==> src/rtl/pidc_pkg.sv <==
package pidc_pkg;

  // widths fixed by the interface
  localparam int OUT_W      = 16;
  localparam int REG_W      = 16;
  localparam int CFG_IDX_W  = 1;
  localparam int DUTY_BITS  = 16;
  localparam int STEP_W     = $clog2(DUTY_BITS);

  // register indexes
  localparam logic [CFG_IDX_W-1:0] REG_PRESCALE = 1'd0;
  localparam logic [CFG_IDX_W-1:0] REG_RELOAD   = 1'd1;

  localparam logic [REG_W-1:0] PRESCALE_RST = 16'h0000;
  localparam logic [REG_W-1:0] RELOAD_RST   = 16'hFFFF;

  typedef enum logic [1:0] {
    ST_IDLE,
    ST_LOAD,
    ST_DIV,
    ST_PUSH
  } pidc_state_t;

  // controller to datapath
  typedef struct packed {
    logic step;      // apply one tick to counters and captures
    logic div_load;  // seed divider from captures
    logic div_run;   // one quotient bit
    logic out_load;  // move result into output word
  } pidc_cmd_t;

  // datapath to controller
  typedef struct packed {
    logic div_last;  // current divider step is the final one
  } pidc_status_t;

endpackage

==> src/rtl/pidc_datapath.sv <==
module pidc_datapath #(
  parameter int COUNT_BITS = 16
) (
  input  logic                          clk,
  input  logic                          rst_n,
  input  pidc_pkg::pidc_cmd_t           cmd,
  output pidc_pkg::pidc_status_t        status,
  input  logic                          pin_level,
  input  logic                          cfg_wr_en,
  input  logic [pidc_pkg::CFG_IDX_W-1:0] cfg_index,
  input  logic [pidc_pkg::REG_W-1:0]    cfg_data,
  output logic [pidc_pkg::OUT_W-1:0]    period_count,
  output logic [pidc_pkg::OUT_W-1:0]    width_count,
  output logic [pidc_pkg::OUT_W-1:0]    duty_fraction,
  output logic                          period_seen
);
  import pidc_pkg::*;

  localparam int DW = COUNT_BITS + 1;

  logic [REG_W-1:0]      prescale_div_r, prescale_div_nxt;
  logic [REG_W-1:0]      reload_r, reload_nxt;
  logic [REG_W-1:0]      prescale_cnt_r, prescale_cnt_nxt;
  logic [COUNT_BITS-1:0] main_cnt_r, main_cnt_nxt;
  logic                  prev_level_r, prev_level_nxt;
  logic [COUNT_BITS-1:0] period_cap_r, period_cap_nxt;
  logic [COUNT_BITS-1:0] width_cap_r, width_cap_nxt;
  logic                  seen_r, seen_nxt;

  logic [DW-1:0]         rem_r, rem_nxt;
  logic [DW-1:0]         den_r, den_nxt;
  logic [DUTY_BITS-1:0]  quo_r, quo_nxt;
  logic                  sat_r, sat_nxt;
  logic [STEP_W-1:0]     step_r, step_nxt;

  logic [OUT_W-1:0]      out_period_r, out_period_nxt;
  logic [OUT_W-1:0]      out_width_r, out_width_nxt;
  logic [OUT_W-1:0]      out_duty_r, out_duty_nxt;
  logic                  out_seen_r, out_seen_nxt;

  logic                  rising, falling;
  logic [COUNT_BITS-1:0] reload_cnt;
  logic [DW:0]           rem_sh;
  logic [DW:0]           den_ext;

  // config registers
  always_comb begin
    prescale_div_nxt = prescale_div_r;
    reload_nxt       = reload_r;
    if (cfg_wr_en) begin
      case (cfg_index)
        REG_PRESCALE: prescale_div_nxt = cfg_data;
        REG_RELOAD:   reload_nxt       = cfg_data;
        default: ;
      endcase
    end
  end

  // counters and captures
  assign rising     = pin_level & ~prev_level_r;
  assign falling    = ~pin_level & prev_level_r;
  assign reload_cnt = COUNT_BITS'(reload_r);

  always_comb begin
    prescale_cnt_nxt = prescale_cnt_r;
    main_cnt_nxt     = main_cnt_r;
    prev_level_nxt   = prev_level_r;
    period_cap_nxt   = period_cap_r;
    width_cap_nxt    = width_cap_r;
    seen_nxt         = seen_r;
    if (cmd.step) begin
      prev_level_nxt = pin_level;
      if (rising) begin
        period_cap_nxt   = main_cnt_r;
        main_cnt_nxt     = '0;
        prescale_cnt_nxt = '0;
        seen_nxt         = 1'b1;
      end else begin
        if (falling) begin
          width_cap_nxt = main_cnt_r;
        end
        if (prescale_cnt_r >= prescale_div_r) begin
          prescale_cnt_nxt = '0;
          if (main_cnt_r >= reload_cnt) begin
            main_cnt_nxt = '0;
          end else begin
            main_cnt_nxt = main_cnt_r + COUNT_BITS'(1);
          end
        end else begin
          prescale_cnt_nxt = prescale_cnt_r + REG_W'(1);
        end
      end
    end
  end

  // restoring divider, one quotient bit per step
  assign rem_sh  = {rem_r, 1'b0};
  assign den_ext = {1'b0, den_r};

  always_comb begin
    rem_nxt  = rem_r;
    den_nxt  = den_r;
    quo_nxt  = quo_r;
    sat_nxt  = sat_r;
    step_nxt = step_r;
    if (cmd.div_load) begin
      rem_nxt  = DW'(width_cap_r) + DW'(1);
      den_nxt  = DW'(period_cap_r) + DW'(1);
      quo_nxt  = '0;
      sat_nxt  = (width_cap_r >= period_cap_r);
      step_nxt = '0;
    end else if (cmd.div_run) begin
      step_nxt = step_r + STEP_W'(1);
      if (rem_sh >= den_ext) begin
        rem_nxt = DW'(rem_sh - den_ext);
        quo_nxt = {quo_r[DUTY_BITS-2:0], 1'b1};
      end else begin
        rem_nxt = DW'(rem_sh);
        quo_nxt = {quo_r[DUTY_BITS-2:0], 1'b0};
      end
    end
  end

  assign status.div_last = (step_r == STEP_W'(DUTY_BITS - 1));

  // result word
  always_comb begin
    out_period_nxt = out_period_r;
    out_width_nxt  = out_width_r;
    out_duty_nxt   = out_duty_r;
    out_seen_nxt   = out_seen_r;
    if (cmd.out_load) begin
      out_period_nxt = OUT_W'(period_cap_r);
      out_width_nxt  = OUT_W'(width_cap_r);
      out_duty_nxt   = sat_r ? '1 : OUT_W'(quo_r);
      out_seen_nxt   = seen_r;
    end
  end

  always_ff @(posedge clk) begin
    if (!rst_n) begin
      prescale_div_r <= PRESCALE_RST;
      reload_r       <= RELOAD_RST;
      prescale_cnt_r <= '0;
      main_cnt_r     <= '0;
      prev_level_r   <= 1'b0;
      period_cap_r   <= '0;
      width_cap_r    <= '0;
      seen_r         <= 1'b0;
      step_r         <= '0;
      out_seen_r     <= 1'b0;
    end else begin
      prescale_div_r <= prescale_div_nxt;
      reload_r       <= reload_nxt;
      prescale_cnt_r <= prescale_cnt_nxt;
      main_cnt_r     <= main_cnt_nxt;
      prev_level_r   <= prev_level_nxt;
      period_cap_r   <= period_cap_nxt;
      width_cap_r    <= width_cap_nxt;
      seen_r         <= seen_nxt;
      step_r         <= step_nxt;
      out_seen_r     <= out_seen_nxt;
    end
  end

  always_ff @(posedge clk) begin
    rem_r        <= rem_nxt;
    den_r        <= den_nxt;
    quo_r        <= quo_nxt;
    sat_r        <= sat_nxt;
    out_period_r <= out_period_nxt;
    out_width_r  <= out_width_nxt;
    out_duty_r   <= out_duty_nxt;
  end

  assign period_count  = out_period_r;
  assign width_count   = out_width_r;
  assign duty_fraction = out_duty_r;
  assign period_seen   = out_seen_r;

endmodule

==> src/rtl/pidc_ctrl.sv <==
module pidc_ctrl (
  input  logic                   clk,
  input  logic                   rst_n,
  input  logic                   in_valid,
  output logic                   in_stall,
  output logic                   out_valid,
  input  logic                   out_stall,
  output pidc_pkg::pidc_cmd_t    cmd,
  input  pidc_pkg::pidc_status_t status
);
  import pidc_pkg::*;

  pidc_state_t state_r, state_nxt;
  logic        out_full_r, out_full_nxt;
  logic        slot_free;

  // output word can take a new result this cycle
  assign slot_free = ~out_full_r | ~out_stall;

  always_comb begin
    state_nxt = state_r;
    case (state_r)
      ST_IDLE: if (in_valid) state_nxt = ST_LOAD;
      ST_LOAD: state_nxt = ST_DIV;
      ST_DIV:  if (status.div_last) state_nxt = ST_PUSH;
      ST_PUSH: if (slot_free) state_nxt = ST_IDLE;
      default: state_nxt = ST_IDLE;
    endcase
  end

  always_comb begin
    cmd          = '0;
    in_stall     = 1'b1;
    case (state_r)
      ST_IDLE: begin
        in_stall = 1'b0;
        cmd.step = in_valid;
      end
      ST_LOAD: cmd.div_load = 1'b1;
      ST_DIV:  cmd.div_run  = 1'b1;
      ST_PUSH: cmd.out_load = slot_free;
      default: ;
    endcase
  end

  always_comb begin
    if (cmd.out_load) begin
      out_full_nxt = 1'b1;
    end else begin
      out_full_nxt = out_full_r & out_stall;
    end
  end

  assign out_valid = out_full_r;

  always_ff @(posedge clk) begin
    if (!rst_n) begin
      state_r    <= ST_IDLE;
      out_full_r <= 1'b0;
    end else begin
      state_r    <= state_nxt;
      out_full_r <= out_full_nxt;
    end
  end

endmodule

==> src/rtl/pwm_input_duty_capture_core.sv <==
// PWM input capture timer. Each accepted input word is one timer tick carrying the sampled
// pin level. A 16-bit prescaler divides ticks by prescale_divider+1 and advances an up-counter
// that wraps after reload_value. A rising edge captures the counter as the period and clears
// counter and prescaler; a falling edge captures the counter as the high width. Every input
// word yields exactly one output word with both captures, the duty (width+1)/(period+1) as
// unsigned Q0.16 saturated at 0xFFFF, and a flag set once a period has been captured.
// Sequence: input words are handled one at a time; the tick is applied, the divider is seeded,
// the restoring divider produces one duty bit per cycle, and the result is handed to the output
// register. The output register holds a finished word while the next tick is taken and
// divided, so the input side is held while a word is being worked on and, beyond that, only
// if a result is still waiting when the next one is ready. Register writes take effect at once
// and are meant to happen while the block is idle.
module pwm_input_duty_capture_core #(
  parameter int COUNT_BITS = 16
) (
  input  logic                          clk,
  input  logic                          rst_n,
  // input word channel
  input  logic                          in_valid,
  output logic                          in_stall,
  input  logic                          in_pin_level,
  // result word channel
  output logic                          out_valid,
  input  logic                          out_stall,
  output logic [pidc_pkg::OUT_W-1:0]    out_period_count,
  output logic [pidc_pkg::OUT_W-1:0]    out_width_count,
  output logic [pidc_pkg::OUT_W-1:0]    out_duty_fraction,
  output logic                          out_period_seen,
  // register write port: index 0 prescale divider, index 1 reload value
  input  logic                          cfg_wr_en,
  input  logic [pidc_pkg::CFG_IDX_W-1:0] cfg_index,
  input  logic [pidc_pkg::REG_W-1:0]    cfg_data
);
  import pidc_pkg::*;

  pidc_cmd_t    cmd;
  pidc_status_t status;

  // sequencer: tick, divider seed, 16 divide steps, result hand-off
  pidc_ctrl u_ctrl (
    .clk       (clk),
    .rst_n     (rst_n),
    .in_valid  (in_valid),
    .in_stall  (in_stall),
    .out_valid (out_valid),
    .out_stall (out_stall),
    .cmd       (cmd),
    .status    (status)
  );

  // counters, captures, duty divider and output word
  pidc_datapath #(
    .COUNT_BITS (COUNT_BITS)
  ) u_datapath (
    .clk           (clk),
    .rst_n         (rst_n),
    .cmd           (cmd),
    .status        (status),
    .pin_level     (in_pin_level),
    .cfg_wr_en     (cfg_wr_en),
    .cfg_index     (cfg_index),
    .cfg_data      (cfg_data),
    .period_count  (out_period_count),
    .width_count   (out_width_count),
    .duty_fraction (out_duty_fraction),
    .period_seen   (out_period_seen)
  );

endmodule

==> config.mk <==
export PLATFORM = sky130hd
export DESIGN_NAME = pwm_input_duty_capture_core
export DESIGN_NICKNAME = d
export VERILOG_FILES = /design/src/rtl/pidc_pkg.sv /design/src/rtl/pidc_datapath.sv /design/src/rtl/pidc_ctrl.sv /design/src/rtl/pwm_input_duty_capture_core.sv
export SDC_FILE = /design/constraint.sdc
export NUM_CORES = 1
export LEC_CHECK = 0
export BUFFER_PORTS_ARGS = -buffer_cell sky130_fd_sc_hd__buf_2
export CORE_UTILIZATION = 40
export CTS_CLUSTER_DIAMETER = 80
export DETAILED_ROUTE_END_ITERATION = 12
export MAX_ROUTING_LAYER = met4
export PLACE_DENSITY = 0.67
export SLEW_MARGIN = 20
export SYNTH_ARGS = -nofsm -noshare
export SYNTH_HDL_FRONTEND = slang
export SYNTH_SLANG_ARGS = --single-unit
==> constraint.sdc <==
create_clock -name clk -period 3.8 [get_ports clk]
set_input_delay 0.76 -clock clk [delete_from_list [all_inputs] [get_ports clk]]
set_output_delay 0.76 -clock clk [all_outputs]
set_load 0.02 [all_outputs]
# After elaboration in Yosys (flattened, before gate mapping)
# Cells that the tools add are included.
# totals
ff_bits	205
latch_bits	0
ram_bits	0
mem_bits_ro	0
wordCells	76
memories	0
# classes
add_sub_neg	6
mul	0
div	0
n_lt_le_gt_ge	4
n_eq_ne	7
n_shift	0
n_mux	19
bitwise_logic	11
reduce_logical	10
# op_table
op	count
two-way mux 16 bit	5
two-way mux 17 bit	3
greater-or-equal comparator 16 bit	3
adder 16 x 1 -> 17 bit, second input constant	2
adder 16 x 1 -> 16 bit, second input constant	2
greater-or-equal comparator 18 x 17 -> 1 bit	1
subtractor 17 bit	1
one-hot mux 2 bit (4 select lines)	1
AND reduction 2 bit	4
two-way mux 1 bit	7
NOT 1 bit	7
two-way mux 2 bit	3
AND reduction 3 bit	2
adder 4 x 1 -> 4 bit, second input constant	1
== test 2 bit, second input constant	2
== test 4 bit, second input constant	1
inequality test 2 bit, second input constant	2
nonzero test 2 bit	2
AND 1 bit	3
== test 2 x 1 -> 1 bit, second input constant	1
logical NOT 2 bit	1
inequality test 2 x 1 -> 1 bit, second input constant	1
OR reduction 2 bit	1
bitwise OR 1 bit	1

# Depth between registers and ports, before layout
# Gate-level depths: netlist (run 1).
# logic_depth
word_depth	4
depth_mapped	11

# Hierarchy
# A second synthesis (run 1) with hierarchy kept.
# hier_totals
hier_cells	1089
area_unflattened_um2	10420.0
# by_module_without_submodules
mod	n_inst	cells_per_inst	area_each_um2	seq_area_each_um2
pidc_datapath	1	1065	10203.5	4874.7
pidc_ctrl	1	24	216.5	60.1

# Least setup slack after synthesis (run 1)
# No wires, ideal clock.
# synth_path
path_kind	in2reg
from	input port out_stall
to	register u_datapath.out_seen_r, in the netlist u_datapath.period_seen
t_arrival_ps	3516
required_time_ps	3672
setup_slack_ps	156
path_stages	4
path_cell_list	and2_1 -> nor2b_1 -> mux2i_1 -> nor2_1
# synth_rtl
item	line_no	text
start, declared	pwm_input_duty_capture_core.sv:24	input logic out_stall,
end signal, assigned	pidc_datapath.sv:162	out_seen_r <= out_seen_nxt;
end, declared	pidc_datapath.sv:39	logic out_seen_r, out_seen_nxt;

# Worst setup path after layout (run 1)
# layout_path
from	register u_datapath.den_r[0]
to	register u_datapath.rem_r[1] (data pin)
# layout_via
elab_chain_cells	4
word_cells_on_any_way	5
cone_classes	1 x add/sub; 1 x order compare; 3 x mux
# layout_rtl
item	line_no	text
start, declared	pidc_datapath.sv:31	logic [DW-1:0] den_r, den_nxt;
start signal, assigned	pidc_datapath.sv:168	den_r <= den_nxt;
subtractor 17 bit or greater-or-equal comparator 18 x 17 -> 1 bit (tied branches)	pidc_datapath.sv:115, pidc_datapath.sv:114	
two-way mux 17 bit *	pidc_datapath.sv:114	if (rem_sh >= den_ext) begin
two-way mux 17 bit *	pidc_datapath.sv:112	end else if (cmd.div_run) begin
two-way mux 17 bit *	pidc_datapath.sv:106	if (cmd.div_load) begin
named net u_datapath.rem_nxt[1]	pidc_datapath.sv:30	logic [DW-1:0] rem_r, rem_nxt;
end signal, assigned	pidc_datapath.sv:167	rem_r <= rem_nxt;
end, declared	pidc_datapath.sv:30	
# Mark *: on every way through the listed nets, which the timed path passes. The rest lies on a longest branch. The select of a mux whose other input is x is not followed.
# A chain may end at the register's enable or synchronous reset.

==> results of run 1 <==
-- cell usage after synthesis, types with 5 or more instances --
cell type,instances
o21ai_0,38
o21a_1,5
a21oi_1,78
a21o_1,13
nand3_1,27
nand4_1,16
xor2_1,29
xnor2_1,34
nand3b_1,6
nor3_1,10
and3_1,17
nand2b_1,9
or2_2,17
clkbuf_1,29
edfxtp_1,83
nor2b_1,8
ha_1,75
dfxtp_1,122
nand2_1,172
a211oi_1,7
mux2i_1,35
o211ai_1,17
nor2_1,76
inv_1,77
-- worst max-delay path, delay by kind of cell (launching register included) --
| kind | cells | cell delay [ns] |
|---|---|---|
| muxes | 1 | 0.37 |
| adders and majority gates | 1 | 0.47 |
| buffers and inverters | 1 | 0.34 |
| and+or+nand+nor | 1 | 0.17 |
| AOI/OAI and AO/OA | 6 | 1.02 |
| DFF | 1 | 0.45 |
-- power by group through the flow --
stage               clock [uW]  combinational (uW)  sequential (uW)
floorplan                    0                1850             2960
global placement             0                2410             2900
detailed placement           0                2460             2900
CTS                       2280                2480             2860
global route              2370                2730             2880
finish                    2230                2480             2860
-- cells by family (layout without fill, tap and decap cells) --
kind of cell,after synthesis,after routing,share of synthesized area (%)
and+or+nand+nor,380,380,17.38
DFF,205,205,48.89
AOI/OAI and AO/OA,178,178,10.62
buffers and inverters,117,203,4.450
adders and majority gates,76,76,9.495
xor gates and xnor gates,63,63,5.467
muxes,37,37,3.694
-- metal layers --
metal | wire (um) | global-route usage [%]
met5 | 0 | -
met4 | 662 | 5.918
met3 | 776 | 2.531
met2 | 9881 | 27.57
met1 | 10210 | 22.24
-- sequential cells by signal, summed over array words and instances, names as in the netlist, 2 cells and up --
signal                     cells
u_datapath.prescale_div_r     16
u_datapath.rem_r              17
u_datapath.step_r              4
u_datapath.quo_r              16
u_datapath.period_count       16
u_datapath.width_count        16
u_datapath.prescale_cnt_r     16
u_datapath.reload_cnt         16
u_datapath.den_r              17
u_datapath.duty_fraction      16
u_ctrl.state_r                 2
u_datapath.period_cap_r       16
u_datapath.main_cnt_r         16
u_datapath.width_cap_r        16
-- cell type report --
type | instances | area [um2] | share of cell area, %
clock buffer | 38 | 715.7 | 6.188
clock inverter | 4 | 57.56 | 0.4977
inverter | 79 | 296.5 | 2.564
multi-input combinational | 734 | 4722 | 40.83
sequential | 205 | 4935 | 42.67
tap | 324 | 405.4 | 3.505
timing repair buffer | 82 | 432.9 | 3.743
-- how the worst max path moves through the flow --
stage	from	endpoint	slack [ns]
CTS	u_datapath.den_r[0]	u_datapath.rem_r[1]	0.83
global placement	u_datapath.den_r[0]	u_datapath.rem_r[1]	0.90
detailed placement	u_datapath.den_r[0]	u_datapath.rem_r[1]	0.85
floorplan	out_stall	u_datapath.period_seen	0.16
global route	u_datapath.den_r[0]	u_datapath.rem_r[1]	0.57
finish	u_datapath.den_r[0]	u_datapath.rem_r[1]	0.83
-- metrics by stage --
step / power [uW] / std cells / utilization, % / area (um2) / setup WS (ns)
after global routing: 7993 / 1466 / 47.14 / 11560 / 0.5682
after detailed placement: 5360 / 1424 / 43.98 / 10790 / 0.8526
final: 7573 / 1466 / 47.14 / 11560 / 0.8274
after floorplan: 4810 / 1056 / - / 10090 / 0.1563
after CTS: 7626 / 1466 / 47.13 / 11560 / 0.8270
after global placement: 5312 / 1424 / 43.98 / 10790 / 0.9016
==> impl_metrics.csv, run 1 <==
group,metric,value,unit
outcome,status,"finished, final reports clean",
critical_path,start_kind,"register",
yosys,ys_types,58,
critical_path,r2r_cells,10,
timing,period_share,78.23,%
place,hpwl,15420,um
min_path,hold_end,"u_datapath.prescale_div_r[5]",
critical_path,crit_path_end_kind,"register",
timing,slew_violations,0,
timing,fin_skew,0.03120,ns
final_layout,nNetsFinal,1225,
yosys,synth_area,10090,um2
pwr,power.density,654.9,nW/um2
yosys,synth_edf_count,83,
clock_network,clockBufferDepth,3,
critical_path,critPathKind,"reg -> reg",
critical_path,r2r_start,"u_datapath.den_r[0]",
timing,hold_slack,0.4545,ns
clock_network,clk_latency,0.53,ns
yosys,synth_cells,1056,
global_routing,antenna_found_initial,0,
yosys,netlist_top_cells_area,"edfxtp_1, dfxtp_1, ha_1",
critical_path,worstPathRequired,4.17,ns
detailed_routing,viasPerCell,5.093,
global_routing,track_usage,17.23,%
timing,tightest_slew,1.057,ns
yosys,synthFlopType,"dfxtp_1",
yosys,ys_ff_latch,205,
min_path,hold_depth,2,
floorplan,die_w,160.9,um
yosys,yosysTopAreaCellShare,24.69,%
place,gp_congestion,0.8531,
critical_path,cp_cell_sequence,"fa_1 -> nand2b_1 -> a21oi_1 -> o21ai_0 -> a31oi_1 -> a211oi_1 -> a22oi_2 -> buf_4 -> mux2_2 -> o21ai_0",
timing,relSlewSlack,29.40,%
pwr,leakage,0.004494,uW
yosys,synth_nets,1155,
detailed_routing,wl_per_cell,14.68,um
timing,fmax,336.4,MHz
clock_network,clock-sinks,205,
floorplan,core-area,24530,um2
clock_network,path_clk_slew,0.06,ns
clock_network,cts_made_buffers,24,
detailed_routing,routed_wl,21530,um
clock_network,cts_hold_buf,0,
critical_path,r2r_slack,0.83,ns
global_routing,grt_start_max_net_pins,60,
final_layout,drive_gt1_share,12.70,%
pwr,comb_power_share,32.8,%
final_layout,area_delta_synth_final,14.58,%
critical_path,crit_top_cell,"o21ai_0",
detailed_routing,initialDrtViolationCount,351,
detailed_routing,ant_nets,0,
critical_path,cp_slowest_cell,"fa_1",
final_layout,fill_cells,2339,
yosys,ys_seq_area_share,48.89,%
critical_path,worst_r2r_endpoint,"u_datapath.rem_r[1]",
floorplan,dieArea,25870,um2
min_path,min_from,"u_datapath.prescale_div_r[5]",
clock_network,post_cts.repair.setup_buffers,0,
yosys,avgSynthCellArea,9.558,um2
min_path,hold_class,"reg -> reg",
floorplan,rows,57,
pwr,switching_share,33.24,%
clock_network,cts_tree,"built",
critical_path,cp.arrival,3.35,ns
yosys,synthArstFlopShare,0,%
floorplan,io_pins,74,
detailed_routing,drc,0,
yosys,yosysWarningCount,0,
pwr,seqPwrFrac,37.7,%
pwr,peakVddDrop,0.0004105,V
global_routing,grt_pass1_wl,35200,um
global_routing,grt_pass1_vias,7125,
pwr,p_clk_share,29.5,%
global_routing,overflow,0,
final_layout,n_antenna_cell,0,
timing,finalSetupTns,0,ns
timing,period_needed,2.973,ns
detailed_routing,vias,7467,
timing,finalHoldViolations,0,
final_layout,final_common_cell,"nand2_1",
clock_network,cts_max_level,1,
final_layout,final_cell_mix,"nand2_1, dfxtp_1, edfxtp_1",
yosys,yosysTopAreaCell,"edfxtp_1",
pwr,internal_power,5056,uW
place,port_buffers,73,
timing,setup_violations,0,
flow_run,maxCapViolCount,0,
detailed_routing,firstDrtPassIters,5,
critical_path,crit_path_max_fanout,21,
critical_path,slowest_delay,0.47,ns
clock_network,cts_resized,0,
floorplan,start_util,41.14,%
timing,rsz0062_at_grt,"false",
pwr,switchingPower,2517,uW
floorplan,die_h,160.9,um
clock_network,root_buffer,"clkbuf_16",
Power figures use the tool's default switching activity.
==> run 2, diff against run 1 <==
PLACE_DENSITY = 0.65   (was 0.67)
clock period = 3.1 ns   (was 3.8 ns; I/O delays follow)
==> impl_metrics.csv, run 2 (synthesis gave the netlist of run 1 again) <==
group,metric,value,unit
timing,finalHoldViolations,0,
detailed_routing,routed_wl,21430,um
detailed_routing,viasPerCell,5.033,
final_layout,layoutNonFillerInstCount,1474,
timing,period_needed,2.856,ns
global_routing,track_usage,17.36,%
final_layout,n_antenna_cell,0,
final_layout,final_area,11640,um2
floorplan,dieArea,25870,um2
critical_path,r2r_cells,10,
timing,setup_violations,0,
timing,finalSetupTns,0,ns
critical_path,worstPathRequired,3.47,ns
detailed_routing,initialDrtViolationCount,311,
clock_network,clock-sinks,205,
pwr,internal_power,6210,uW
clock_network,root_buffer,"clkbuf_16",
clock_network,post_cts.repair.setup_buffers,0,
timing,period_share,92.14,%
pwr,switching_share,33.14,%
pwr,power.density,798.1,nW/um2
global_routing,overflow,0,
floorplan,die_h,160.9,um
clock_network,clockBufferDepth,3,
place,dp_cells,1430,
timing,fin_skew,0.02617,ns
detailed_routing,ant_nets,0,
detailed_routing,firstDrtPassIters,4,
global_routing,grt_pass1_wl,35710,um
critical_path,crit_path_max_fanout,14,
final_layout,drive_gt1_share,13.39,%
final_layout,final_common_cell,"nand2_1",
min_path,hold_end,"u_datapath.reload_cnt[4]",
critical_path,start_kind,"register",
clock_network,clk_latency,0.53,ns
critical_path,critPathKind,"reg -> reg",
pwr,p_clk_share,29.4,%
final_layout,reg_top3,"u_datapath.den_r (17), u_datapath.rem_r (17)",
final_layout,final_cell_mix,"nand2_1, dfxtp_1, edfxtp_1",
timing,relSlewSlack,42.48,%
place,placed_cell_area,10850,um2
critical_path,r2r_slack,0.24,ns
floorplan,die_w,160.9,um
pwr,leakage,0.004536,uW
critical_path,worst_r2r_endpoint,"u_datapath.rem_r[1]",
floorplan,core-area,24530,um2
clock_network,cts_hold_buf,0,
place,port_buffers,73,
min_path,min_from,"cfg_data[4]",
place,hpwl,15640,um
global_routing,antenna_found_initial,0,
pwr,comb_power_share,32.9,%
pwr,seqPwrFrac,37.7,%
clock_network,path_clk_slew,0.06,ns
clock_network,cts_made_buffers,24,
final_layout,fill_cells,2360,
min_path,hold_depth,3,
global_routing,grt_pass1_vias,7082,
detailed_routing,wl_per_cell,14.54,um
clock_network,cts_tree,"built",
floorplan,start_util,41.14,%
place,gp_congestion,0.8538,
global_routing,grt_start_max_net_pins,60,
critical_path,r2r_start,"u_datapath.den_r[0]",
critical_path,crit_path_end_kind,"register",
detailed_routing,vias,7418,
outcome,status,"finished, final reports clean",
floorplan,rows,57,
pwr,switchingPower,3078,uW
flow_run,maxCapViolCount,0,
clock_network,cts_resized,0,
final_layout,area_delta_synth_final,15.30,%
timing,slew_violations,0,
timing,fmax,350.1,MHz
detailed_routing,drc,0,
clock_network,cts_max_level,1,
final_layout,finalCoreUtilization,47.43,%
final_layout,nNetsFinal,1231,
floorplan,io_pins,74,
critical_path,cp.arrival,3.22,ns
timing,tightest_slew,0.8628,ns
min_path,hold_class,"in -> reg",
timing,rsz0062_at_grt,"false",
pwr,peakVddDrop,0.0004151,V
## run 2: cell types whose count changed in the layout (fill, tap and decap cells not counted), sizes merged
| cell | before | now |
|---|---|---|
| clkinvlp | 0 | 1 |
| inv | 78 | 77 |
| clkbuf | 38 | 33 |
| buf | 82 | 88 |
| clkinv | 4 | 11 |
## run 2: metrics by stage
step	hold WS, ns	power (uW)	setup WS (ns)
finish	0.3462	9288	0.2437
global route	0.3597	9846	0.007132
CTS	0.3372	9345	0.1816
detailed placement	0.4470	6585	0.1491
global placement	0.4438	6517	0.2731
floorplan	0.4363	5892	0.4681
## run 2: power groups by stage
stage                     Combinational [uW]  Sequential [uW]  Clock [uW]
after floorplan                         2270             3620           0
after global placement                  2970             3550           0
after detailed placement                3030             3560           0
after CTS                               3050             3500        2800
after global routing                    3400             3540        2910
final                                   3060             3500        2730
## run 2: worst max-delay path, cell delays in order (launching register included)
cell      delay [ns]
edfxtp_1        0.44
fa_1            0.49
nand2b_1        0.18
a21oi_1         0.19
o21ai_0         0.13
a31oi_1         0.19
a211oi_1        0.13
a22oi_2         0.24
buf_6           0.21
mux2_2          0.35
o21ai_0         0.14
## run 2: layout make-up
cell class | instances | area [um2] | area share [%]
clock buffers | 33 | 685.7 | 5.892
clock inverters | 11 | 95.09 | 0.8171
inverters | 79 | 296.5 | 2.548
multi-input cells | 734 | 4726 | 40.61
flip-flops and latches | 205 | 4935 | 42.40
well taps | 324 | 405.4 | 3.484
repair buffers | 88 | 494.2 | 4.247
## run 2: worst max-delay path by stage
| stage | start | endpoint | slack (ns) | cells past startpoint |
|---|---|---|---|---|
| detailed placement | u_datapath.den_r[0] | u_datapath.rem_r[1] | 0.15 | 10 |
| CTS | u_datapath.den_r[0] | u_datapath.rem_r[1] | 0.18 | 10 |
| finish | u_datapath.den_r[0] | u_datapath.rem_r[1] | 0.24 | 10 |
| global route | u_datapath.den_r[0] | u_datapath.rem_r[1] | 0.007 | 10 |
| global placement | u_datapath.den_r[0] | u_datapath.rem_r[1] | 0.27 | 10 |
| floorplan | u_datapath.den_r[0] | u_datapath.rem_r[10] | 0.47 | 10 |
## run 2: per-layer routing
layer  part of all wire [%]  track usage, %
met3                    3.4           2.376
met5                      0               -
met4                    1.9           4.074
met2                     47           28.59
met1                     48           22.57
==> run 3, diff against run 2 <==
CORE_UTILIZATION = 55   (was 40)
PLACE_DENSITY = 0.82   (was 0.65)
RECOVER_POWER = 25   (was not set)
==> impl_metrics.csv, run 3 (synthesis gave the netlist of run 1 again) <==
group,metric,value,unit
pwr,leakage,0.004520,uW
critical_path,worstPathRequired,3.45,ns
clock_network,clk_latency,0.51,ns
timing,fmax,345.4,MHz
detailed_routing,initialDrtViolationCount,519,
clock_network,post_cts.repair.setup_buffers,0,
final_layout,nNetsFinal,1229,
global_routing,grt_start_max_net_pins,60,
flow_run,maxCapViolCount,0,
detailed_routing,dr_wl_met3,1225,um
global_routing,track_usage,24.12,%
final_layout,finalCoreUtilization,64.02,%
timing,setup_violations,0,
min_path,hold_class,"in -> reg",
clock_network,cts_hold_buf,0,
pwr,switching_share,32.49,%
detailed_routing,drc,0,
critical_path,critPathKind,"reg -> reg",
global_routing,grt_pass1_vias,7427,
detailed_routing,vias,7648,
critical_path,crit_path_end_kind,"register",
pwr,internal_power,6324,uW
final_layout,final_area,11500,um2
floorplan,die_h,137.5,um
detailed_routing,wl_met2,10740,um
clock_network,path_clk_slew,0.06,ns
final_layout,final_common_cell,"nand2_1",
pwr,switchingPower,3044,uW
final_layout,fill_cells,1424,
critical_path,r2r_cells,10,
timing,period_share,93.39,%
detailed_routing,maxUsedRoutingLayer,"met4",
timing,finalHoldViolations,0,
floorplan,io_pins,74,
place,gp_congestion,0.9465,
final_layout,drive_gt1_share,12.74,%
clock_network,cts_resized,0,
critical_path,crit_path_max_fanout,6,
pwr,seqPwrFrac,37.4,%
place,placed_cell_area,10730,um2
final_layout,multi_input_area,4720,um2
timing,relSlewSlack,17.76,%
timing,fin_skew,0.01210,ns
final_layout,seqCellArea,4935,um2
place,hpwl,15130,um
pwr,total_power,9368,uW
min_path,hold_end,"u_datapath.reload_cnt[7]",
timing,period_needed,2.895,ns
pwr,p_clk_share,29.8,%
final_layout,n_antenna_cell,0,
floorplan,die_w,137.5,um
global_routing,grt_pass1_wl,35100,um
floorplan,rows,49,
detailed_routing,routedLengthMet1,9085,um
critical_path,start_kind,"register",
pwr,power.density,814.5,nW/um2
detailed_routing,ant_nets,0,
critical_path,cp.arrival,3.24,ns
pwr,comb_power_share,32.8,%
timing,tightest_slew,1.234,ns
detailed_routing,firstDrtPassIters,5,
min_path,hold_depth,3,
clock_network,root_buffer,"clkbuf_16",
global_routing,antenna_found_initial,0,
detailed_routing,viasPerCell,5.562,
critical_path,r2r_slack,0.20,ns
timing,rsz0062_at_grt,"false",
clock_network,cts_max_level,1,
global_routing,overflow,0,
pwr,peakVddDrop,0.0008386,V
final_layout,reg_top3,"u_datapath.den_r (17), u_datapath.rem_r (17)",
outcome,status,"finished, final reports clean",
floorplan,dieArea,18900,um2
place,port_buffers,73,
timing,finalSetupTns,0,ns
clock_network,clockBufferDepth,3,
detailed_routing,wl_per_cell,15.66,um
final_layout,final_cell_mix,"nand2_1, dfxtp_1, edfxtp_1",
floorplan,core-area,17960,um2
floorplan,start_util,56.19,%
critical_path,worst_r2r_endpoint,"u_datapath.rem_r[1]",
critical_path,r2r_start,"u_datapath.den_r[0]",
timing,slew_violations,0,
min_path,min_from,"cfg_data[7]",
clock_network,clock-sinks,205,
clock_network,cts_made_buffers,22,
detailed_routing,routed_wl,21530,um
final_layout,area_delta_synth_final,13.95,%
clock_network,cts_tree,"built",
-- run 3: cell count changes in the layout (fill, tap and decap cells not counted), moves of 2 or more --
cell	before	now
clkbuf_8	3	1
clkbuf_1	5	9
bufinv_16	1	3
clkinv_2	5	2
-- run 3: per-layer routing --
layer | global-route usage, % | up-vias
met4 | 6.532 | 0
li1 | - | 3791
met5 | - | -
met1 | 29.15 | 3584
met2 | 42.04 | 230
met3 | 3.311 | 43
-- run 3: per-stage QoR --
stage,hold WS [ns],setup slack (ns),cells
3_5_place_dp,0.4479,0.2309,1335
3_3_place_gp,0.4425,0.3030,1335
6_report,0.3674,0.2049,1375
4_1_cts,0.3540,0.2067,1375
2_1_floorplan,0.4363,0.4681,1056
5_1_grt,0.3813,0.003506,1375
-- run 3: final cells by class --
class | count | share of cell area (%)
Clock buffer | 33 | 5.788
Clock inverter | 7 | 0.9791
Inverter | 79 | 2.578
Multi-Input combinational cell | 734 | 41.04
Sequential cell | 205 | 42.91
Tap cell | 229 | 2.491
Timing Repair Buffer | 88 | 4.221
-- run 3: how the worst max path moves through the flow --
stage | from | endpoint | slack, ns
floorplan | u_datapath.den_r[0] | u_datapath.rem_r[10] | 0.47
global placement | u_datapath.den_r[0] | u_datapath.rem_r[1] | 0.30
detailed placement | u_datapath.den_r[0] | u_datapath.rem_r[1] | 0.23
CTS | u_datapath.den_r[0] | u_datapath.rem_r[1] | 0.21
global route | u_datapath.den_r[0] | u_datapath.rem_r[1] | 0.004
finish | u_datapath.den_r[0] | u_datapath.rem_r[1] | 0.20
-- run 3: critical path: stages, from the launching register on --
cell and delay [ns]:
edfxtp_1 0.45, fa_1 0.49, nand2b_1 0.18, a21oi_1 0.21, o21ai_0 0.13, a31oi_1 0.21
a211oi_1 0.14, a22oi_2 0.25, buf_4 0.21, mux2_2 0.33, o21ai_0 0.15
-- run 3: power by group through the flow --
stage                     clock network (uW)  registers (uW)  logic, uW
final                                   2790            3500       3070
after global routing                    2920            3540       3400
after CTS                               2830            3500       3070
after detailed placement                   0            3560       3050
after global placement                     0            3540       2940
after floorplan                            0            3620       2270
